**config.mk**
```make
export PLATFORM = sky130hd
export DESIGN_NAME = base64_decoder_checked
export DESIGN_NICKNAME = d
export VERILOG_FILES = /design/src/rtl/b64d_pkg.sv /design/src/rtl/base64_decoder_checked.sv /design/src/rtl/b64d_core.sv /design/src/rtl/b64d_outq.sv
export SDC_FILE = /design/constraint.sdc
export NUM_CORES = 1
export LEC_CHECK = 0
export ABC_AREA = 1
export ABC_CLOCK_PERIOD_IN_PS = 15100
export BUFFER_PORTS_ARGS = -buffer_cell sky130_fd_sc_hd__buf_2
export CORE_MARGIN = 2
export CORE_UTILIZATION = 40
export DETAILED_ROUTE_END_ITERATION = 16
export SLEW_MARGIN = 20
export SYNTH_ARGS = -nofsm -noshare
export SYNTH_HDL_FRONTEND = slang
export SYNTH_SLANG_ARGS = --single-unit
```
**constraint.sdc**
```tcl
create_clock -name clk -period 15.1 [get_ports clk]
set_input_delay 0.755 -clock clk [delete_from_list [all_inputs] [get_ports clk]]
set_output_delay 0.755 -clock clk [all_outputs]
set_load 0.005 [all_outputs]
```
**src/rtl/b64d_pkg.sv**
```systemverilog
// Shared types and character constants for the streaming Base64 decoder.
// No dependencies; used by the top level, b64d_core and b64d_outq.
package b64d_pkg;

	// Character codes
	localparam logic [7:0] CHAR_PAD        = 8'h3D; // '='
	localparam logic [7:0] CHAR_PLUS       = 8'h2B; // '+'
	localparam logic [7:0] CHAR_SLASH      = 8'h2F; // '/'
	localparam logic [7:0] CHAR_MINUS      = 8'h2D; // '-'
	localparam logic [7:0] CHAR_UNDERSCORE = 8'h5F; // '_'
	localparam logic [7:0] CHAR_UPPER_A    = 8'h41;
	localparam logic [7:0] CHAR_UPPER_Z    = 8'h5A;
	localparam logic [7:0] CHAR_LOWER_A    = 8'h61;
	localparam logic [7:0] CHAR_LOWER_Z    = 8'h7A;
	localparam logic [7:0] CHAR_DIGIT_0    = 8'h30;
	localparam logic [7:0] CHAR_DIGIT_9    = 8'h39;

	localparam logic [5:0] SEXTET_LOWER_BASE = 6'd26;
	localparam logic [5:0] SEXTET_DIGIT_BASE = 6'd52;
	localparam logic [5:0] SEXTET_62         = 6'd62;
	localparam logic [5:0] SEXTET_63         = 6'd63;

	// Configuration register indexes (byte address 4*index)
	localparam int unsigned REG_URL_ALPHABET = 0;
	localparam int unsigned REG_STRICT_PAD   = 1;
	localparam int unsigned ADDR_W           = 3;

	localparam logic RESET_URL_ALPHABET = 1'b0;
	localparam logic RESET_STRICT_PAD   = 1'b1;

	localparam int unsigned MAX_RESULTS = 3;

	typedef struct packed {
		logic [7:0] data_byte;
		logic       byte_valid;
		logic       rejected;
		logic       closing;
	} result_t;

	// Results of one item; res[0] goes out first
	typedef struct packed {
		logic [1:0]                   count;
		result_t [MAX_RESULTS-1:0]    res;
	} batch_t;

endpackage

```
**src/rtl/base64_decoder_checked.sv**
```systemverilog
// Top level of the streaming Base64 decoder with validity checking.
// Depends on b64d_pkg, b64d_core and b64d_outq.
//
//  channel  | direction | payload
//  s_*      | in        | tdata text_char, tlast message_end
//  m_*      | out       | tdata data_byte, tuser {rejected, byte_valid}, tlast closing
//  APB      | in/out    | 0x0 url_alphabet, 0x4 strict_pad
//
// One character is taken per cycle while the input register is not held; its results pass
// from the input register into the result buffer and leave one result per cycle while m_tready is high.
// A character that yields results waits in the input register until the
// buffer holds at most one result that is being taken.
// Reset clears group state, the buffer and sets the registers to defaults.
module base64_decoder_checked (
	input  logic                          clk,
	input  logic                          arst_n,
	input  logic                          s_tvalid,
	output logic                          s_tready,
	input  logic [7:0]                    s_tdata,   // text_char
	input  logic                          s_tlast,   // message_end
	output logic                          m_tvalid,
	input  logic                          m_tready,
	output logic [7:0]                    m_tdata,   // data_byte
	output logic [1:0]                    m_tuser,   // [0] byte_valid, [1] rejected
	output logic                          m_tlast,   // closing
	input  logic                          psel,
	input  logic                          penable,
	input  logic                          pwrite,
	input  logic [b64d_pkg::ADDR_W-1:0]   paddr,
	input  logic [31:0]                   pwdata,
	output logic [31:0]                   prdata,
	output logic                          pready
);

	logic             url_q;
	logic             strict_q;
	logic             wr_en;
	logic             reg_idx;
	logic             load_ok;
	logic             batch_load;
	b64d_pkg::batch_t batch;

	assign pready  = 1'b1;
	assign wr_en   = psel && penable && pwrite && pready;
	assign reg_idx = paddr[2];
	assign prdata  = {31'd0, (reg_idx == b64d_pkg::REG_STRICT_PAD[0]) ? strict_q : url_q};

	always_ff @(posedge clk or negedge arst_n) begin
		if (!arst_n) begin
			url_q    <= b64d_pkg::RESET_URL_ALPHABET;
			strict_q <= b64d_pkg::RESET_STRICT_PAD;
		end else if (wr_en) begin
			if (reg_idx == b64d_pkg::REG_URL_ALPHABET[0])
				url_q <= pwdata[0];
			else
				strict_q <= pwdata[0];
		end
	end

	b64d_core u_core (
		.clk            (clk),
		.arst_n         (arst_n),
		.s_tvalid       (s_tvalid),
		.s_tready       (s_tready),
		.s_tdata        (s_tdata),
		.s_tlast        (s_tlast),
		.url_alphabet   (url_q),
		.strict_pad     (strict_q),
		.load_ok        (load_ok),
		.batch_load     (batch_load),
		.batch          (batch)
	);

	b64d_outq u_outq (
		.clk        (clk),
		.arst_n     (arst_n),
		.batch_load (batch_load),
		.batch      (batch),
		.load_ok    (load_ok),
		.m_tvalid   (m_tvalid),
		.m_tready   (m_tready),
		.m_tdata    (m_tdata),
		.m_tuser    (m_tuser),
		.m_tlast    (m_tlast)
	);

endmodule

```
**src/rtl/b64d_core.sv**
```systemverilog
// Input register, group state and decode of one character per cycle unless a batch waits for the buffer.
// Depends on b64d_pkg; hands a batch of up to three results to b64d_outq.
module b64d_core (
	input  logic              clk,
	input  logic              arst_n,
	input  logic              s_tvalid,
	output logic              s_tready,
	input  logic [7:0]        s_tdata,   // text_char
	input  logic              s_tlast,   // message_end
	input  logic              url_alphabet,
	input  logic              strict_pad,
	input  logic              load_ok,
	output logic              batch_load,
	output b64d_pkg::batch_t  batch
);

	typedef enum logic [1:0] {SYM_DATA, SYM_EQ, SYM_BAD} sym_kind_t;

	logic        valid_s1;
	logic [7:0]  char_s1;
	logic        last_s1;

	logic [17:0] store_q;
	logic [1:0]  place_q;
	logic [1:0]  pad_q;
	logic        reject_q;

	sym_kind_t   kind;
	logic [5:0]  sextet;
	logic [7:0]  off_upper, off_lower, off_digit;

	logic [23:0] acc;
	logic [23:0] v;
	logic [17:0] store_d;
	logic [1:0]  place_d;
	logic [1:0]  pad_d;
	logic        reject_d;
	logic        rej;
	logic [2:0]  chars;
	logic [2:0]  dcnt;
	logic        adv;
	b64d_pkg::batch_t nb;

	// Character to sextet
	assign off_upper = char_s1 - b64d_pkg::CHAR_UPPER_A;
	assign off_lower = char_s1 - b64d_pkg::CHAR_LOWER_A;
	assign off_digit = char_s1 - b64d_pkg::CHAR_DIGIT_0;

	always_comb begin
		kind   = SYM_BAD;
		sextet = '0;
		if (char_s1 >= b64d_pkg::CHAR_UPPER_A && char_s1 <= b64d_pkg::CHAR_UPPER_Z) begin
			kind   = SYM_DATA;
			sextet = off_upper[5:0];
		end else if (char_s1 >= b64d_pkg::CHAR_LOWER_A && char_s1 <= b64d_pkg::CHAR_LOWER_Z) begin
			kind   = SYM_DATA;
			sextet = off_lower[5:0] + b64d_pkg::SEXTET_LOWER_BASE;
		end else if (char_s1 >= b64d_pkg::CHAR_DIGIT_0 && char_s1 <= b64d_pkg::CHAR_DIGIT_9) begin
			kind   = SYM_DATA;
			sextet = off_digit[5:0] + b64d_pkg::SEXTET_DIGIT_BASE;
		end else if (char_s1 == (url_alphabet ? b64d_pkg::CHAR_MINUS : b64d_pkg::CHAR_PLUS)) begin
			kind   = SYM_DATA;
			sextet = b64d_pkg::SEXTET_62;
		end else if (char_s1 == (url_alphabet ? b64d_pkg::CHAR_UNDERSCORE
				: b64d_pkg::CHAR_SLASH)) begin
			kind   = SYM_DATA;
			sextet = b64d_pkg::SEXTET_63;
		end else if (char_s1 == b64d_pkg::CHAR_PAD) begin
			kind   = SYM_EQ;
		end
	end

	// Group update and result batch
	always_comb begin
		rej     = reject_q;
		pad_d   = pad_q;
		store_d = store_q;
		acc     = {6'd0, store_q};
		v       = acc;
		chars   = {1'b0, place_q} + 3'd1;
		dcnt    = '0;
		nb      = '0;
		case (kind)
			SYM_DATA: begin
				if (pad_q != 2'd0)
					rej = 1'b1;
				acc     = {store_q, sextet};
				store_d = acc[17:0];
			end
			SYM_EQ: begin
				if (place_q < 2'd2)
					rej = 1'b1;
				else
					pad_d = pad_q + 2'd1;
			end
			default: rej = 1'b1;
		endcase

		place_d  = place_q + 2'd1;
		reject_d = rej;

		if (!last_s1) begin
			if (place_q == 2'd3) begin
				if (pad_d != 2'd0)
					rej = 1'b1;
				if (!rej) begin
					nb.count  = 2'd3;
					nb.res[0] = '{acc[23:16], 1'b1, 1'b0, 1'b0};
					nb.res[1] = '{acc[15:8],  1'b1, 1'b0, 1'b0};
					nb.res[2] = '{acc[7:0],   1'b1, 1'b0, 1'b0};
				end
				store_d  = '0;
				place_d  = '0;
				pad_d    = '0;
				reject_d = rej;
			end
		end else begin
			dcnt = ({1'b0, pad_d} <= chars) ? chars - {1'b0, pad_d} : 3'd0;
			if (dcnt < 3'd2)
				rej = 1'b1;
			if (strict_pad && place_q != 2'd3)
				rej = 1'b1;
			case (dcnt)
				3'd2:    v = {acc[11:0], 12'd0};
				3'd3:    v = {acc[17:0], 6'd0};
				default: v = acc;
			endcase
			// leftover bits must be zero in strict mode
			if (strict_pad && ((dcnt == 3'd2 && v[15:8] != 8'd0)
					|| (dcnt == 3'd3 && v[7:0] != 8'd0)))
				rej = 1'b1;
			if (rej) begin
				nb.count  = 2'd1;
				nb.res[0] = '{8'd0, 1'b0, 1'b1, 1'b1};
			end else begin
				nb.count  = dcnt[1:0] - 2'd1;
				nb.res[0] = '{v[23:16], 1'b1, 1'b0, dcnt == 3'd2};
				nb.res[1] = '{v[15:8],  1'b1, 1'b0, dcnt == 3'd3};
				nb.res[2] = '{v[7:0],   1'b1, 1'b0, dcnt == 3'd4};
			end
			store_d  = '0;
			place_d  = '0;
			pad_d    = '0;
			reject_d = 1'b0;
		end
	end

	assign adv        = valid_s1 && (nb.count == 2'd0 || load_ok);
	assign batch_load = adv && nb.count != 2'd0;
	assign batch      = nb;
	assign s_tready   = !valid_s1 || adv;

	always_ff @(posedge clk or negedge arst_n) begin
		if (!arst_n) begin
			valid_s1 <= 1'b0;
			store_q  <= '0;
			place_q  <= '0;
			pad_q    <= '0;
			reject_q <= 1'b0;
		end else begin
			if (s_tready)
				valid_s1 <= s_tvalid;
			if (adv) begin
				store_q  <= store_d;
				place_q  <= place_d;
				pad_q    <= pad_d;
				reject_q <= reject_d;
			end
		end
	end

	always_ff @(posedge clk) begin
		if (s_tvalid && s_tready) begin
			char_s1 <= s_tdata;
			last_s1 <= s_tlast;
		end
	end

endmodule

```
**src/rtl/b64d_outq.sv**
```systemverilog
// Result buffer: holds the batch of one item and hands it out one result a time.
// Depends on b64d_pkg; loaded by b64d_core.
module b64d_outq (
	input  logic              clk,
	input  logic              arst_n,
	input  logic              batch_load,
	input  b64d_pkg::batch_t  batch,
	output logic              load_ok,
	output logic              m_tvalid,
	input  logic              m_tready,
	output logic [7:0]        m_tdata,   // data_byte
	output logic [1:0]        m_tuser,   // [0] byte_valid, [1] rejected
	output logic              m_tlast    // closing
);

	logic [1:0]        cnt_q;
	b64d_pkg::result_t [b64d_pkg::MAX_RESULTS-1:0] slot_q;
	logic              pop;

	assign pop      = cnt_q != 2'd0 && m_tready;
	assign load_ok  = cnt_q == 2'd0 || (cnt_q == 2'd1 && pop);
	assign m_tvalid = cnt_q != 2'd0;
	assign m_tdata  = slot_q[0].data_byte;
	assign m_tuser  = {slot_q[0].rejected, slot_q[0].byte_valid};
	assign m_tlast  = slot_q[0].closing;

	always_ff @(posedge clk or negedge arst_n) begin
		if (!arst_n) begin
			cnt_q <= '0;
		end else if (batch_load) begin
			cnt_q <= batch.count;
		end else if (pop) begin
			cnt_q <= cnt_q - 2'd1;
		end
	end

	always_ff @(posedge clk) begin
		if (batch_load) begin
			slot_q <= batch.res;
		end else if (pop) begin
			slot_q[0] <= slot_q[1];
			slot_q[1] <= slot_q[2];
		end
	end

endmodule

```
==> summary.txt <==
Clocking
  • Cts bufs inserted: 9
  • Clk sinks: 68
  • Post-CTS Hold Fix Bufs: 0
  • Setup Fix Bufs, Post-CTS: 0
  • Clock Tree Buf Depth: 2
  • CTS tree: done
  • Worst skew pair latency: around 0.33 ns
  • H-tree depth: 3
  • Clock slew at reported path FFs: 0.06 ns
  • Post-cts resize count: 0
  • CTS Root Buffer Type: clkbuf_16

Setup path
  • FF-to-FF setup slack: 7.76 ns
  • Critical path's top delay family: simple AND/OR/NAND/NOR gates
  • CP required: 15.06 ns
  • Worst setup path category: reg -> reg
  • RR Startpoint: u_core.char_s1[2]
  • R2r worst-path depth: 33
  • Worst path most repeated cell: nand2_1
  • Startpoint Class: register
  • CP max stage cell: nand2_1
  • R2r endpoint: u_outq.m_tdata[3]
  • WP data arrival: 7.30 ns
  • Critical Path Fanout Max: 45
  • Crit end category: register
  • Worst path max stage delay: between 0.8 and 0.9 ns
  • Crit path buf inv count: 5

Cells and area
  • Share of cells above drive strength 1: slightly above 10%
  • Final Util: between 40% and 50%
  • Design Area, Final: ~5500 um^2
  • Final #Nets: 799
  • Synth-to-layout area growth: 6.19%
  • Ant. Diodes: 0

Timing
  • RSZ-0062 raised after global routing: false
  • Crit path time final: about 7.3 ns
  • Pins Over Slew Limit: 0
  • Fmax: 136 MHz
  • Worst-margin pin slew: 0.968 ns
  • Final setup fails: 0
  • Hold Vio Cnt, Final: 0
  • Setup ws final: 7.76 ns
  • Setup TNS: 0 ns
  • Fin crit share: approximately 49%
  • Relative slew slack: 35.3%
  • Clk_skew: 0.00532 ns

Power
  • Total power divided by cell area: 166 nW/um^2
  • VDD IR max: approximately 0.06 mV
  • Leak pwr: between 0.002 and 0.003 uW
  • Total power: 916 uW

Status
  • Outcome: complete, no violations

Placed design
  • RD Place Congestion: 0.916
  • Dpl cell area: 5230 um^2
  • Pre-CTS setup slack: 7.78 ns
  • Post-DP HPWL: 8.52 mm
  • Input/output buffers: 31

Drt
  • Drt initial violations: 260
  • DR pass1 iterations: 5
  • DRC Markers: 0
  • Vias post-DR: 4,241
  • Via/cell ratio: 4.68
  • Avg WL per Cell: 12.6 um
  • Drt total wl: 11.5 mm
  • DRT antenna net count: 0

Hold path
  • Hold Path Class: in -> async

Floorplan
  • Die X: 118 um
  • Starting Density: 41.0%
  • # IOs: between 90 and 100
  • Die Ht: 118 um
  • Die footprint: around 14,000 um^2
  • Core ar.: 12,700 um^2
  • Row cnt: 41

Synthesis
  • Yosys top cell by area: edfxtp_1
  • Yosys top cell area share: 23.1%
  • Synth warn: 0
  • Post-Synthesis Cells: a little over 700
  • Synthesis-stage register bit count: 68
  • Leading post-synthesis cells by cell area: edfxtp_1, nand2_1, dfrtp_1
  • Seq/Total Area, Yosys: between 30% and 40%
  • Syn avg cell area: 7.22 um^2
  • Cell variety after synth: 46
  • Mapped cell area: 5200 um^2

GRT
  • Largest net degree at the start of global routing: 46
  • Initial antenna violation count: 0
  • First-pass GRT wire length: 19.5 mm
  • Global route overflow: 0
  • Vias in the first global route: just under 4,000
  • Total GRT Usage: 17.4%

Job
  • Max-Cap Viols: 0
synth_stat cells, drive strengths merged:
library cell,count
nand2,260
inv,102
buf,60
nor2,53
edfxtp,40
nand3,38
o21ai,35
a21oi,33
dfrtp,27
ha,17
o22ai,11
nand4,8
xor2,4
clkbuf,3
o31ai,3
a22o,2
a31oi,2
a32o,2
conb,2
fa,2
nand3b,2
o211ai,2
o32ai,2
xnor2,2
a221oi,1
and3,1
dfstp,1
nor3,1
nor3b,1
o21a,1
o21bai,1
or2,1
metrics by stage:
stage,instances,hold slack (ns)
finish,906,0.467
global route,906,0.497
CTS,906,0.481
detailed placement,890,0.466
global placement,890,0.465
floorplan,750,0.449
state kept, by name, summed over array words and instances, names as in the netlist, 2 cells and up:
name,flops
u_core.char_s1,8
u_core.pad_q,2
u_core.place_q,2
u_core.store_q,18
u_outq.cnt_q,2
u_outq.m_tdata,8
u_outq.m_tuser,2
u_outq.slot_q,20
worst max-delay path by stage:
stage / depth (start not counted) / to / startpoint
2_1_floorplan: 35 / u_outq.m_tdata[0] / u_core.char_s1[2]
3_3_place_gp: 32 / u_outq.m_tuser[0] / u_core.char_s1[2]
3_5_place_dp: 34 / u_outq.slot_q[16] / u_core.char_s1[0]
4_1_cts: 34 / u_outq.m_tdata[2] / u_core.char_s1[0]
5_1_grt: 33 / u_outq.m_tdata[2] / u_core.char_s1[2]
6_report: 33 / u_outq.m_tdata[3] / u_core.char_s1[2]
report_power, final:
group          internal [uW]  switching, uW  total [uW]
logic                    125            277         402
registers                275           35.2         310
clock network            128           76.2         204
cells by family after synthesis:
| family | Yosys count | share of synthesized area [%] |
|---|---|---|
| flip-flops | 68 | 36.6 |
| other | 2 | 0.144 |
| buffers and inverters | 165 | 16.0 |
| XOR/XNOR | 6 | 1.01 |
| adder cells (fa/ha/maj) | 19 | 4.86 |
| AO/OA/AOI/OAI | 95 | 10.6 |
| AND/OR/NAND/NOR | 365 | 30.8 |
area by class of cell:
cell class	count	area, um^2
clock buffer	12	236
clock inverter	4	51.3
fill	1315	7150
inverter	102	383
multi-input combinational	517	2580
sequential	68	1900
tap	172	215
timing repair buffer	31	155
worst reg2reg max path, delay by kind of cell, from the launching register on:
family                     cells  cell delay (ns)
AOI/OAI and AO/OA              2             0.49
adders and majority gates      2             0.69
buffers and inverters          5             0.65
DFF                            1             0.55
and+or+nand+nor               24             4.59
routing by layer:
metal	global-route usage (%)	up-vias	wire length [um]
met5	0	-	0
met1	24.4	1870	5600
met2	26.5	123	4990
li1	-	2233	-
met4	6.02	0	276
met3	3.78	15	589
placed cells by master (no fill, tap or decap), drive strengths merged:
cell type	netlist	final
nand3	38	38
nand4	8	8
xor2	4	4
nor2	53	53
o22ai	11	11
nand3b	2	2
fa	2	2
o21bai	1	1
inv	102	102
buf	60	31
clkbuf	3	12
a21oi	33	33
xnor2	2	2
a31oi	2	2
a32o	2	2
o211ai	2	2
dfrtp	27	27
nand2	260	260
a221oi	1	1
clkinv	0	2
o21a	1	1
o21ai	35	35
dfstp	1	1
o31ai	3	3
a22o	2	2
conb	2	32
edfxtp	40	40
and3	1	1
ha	17	17
nor3b	1	1
bufinv	0	1
or2	1	1
nor3	1	1
clkinvlp	0	1
o32ai	2	2
Note: power is estimated with default switching activity, not from simulation.
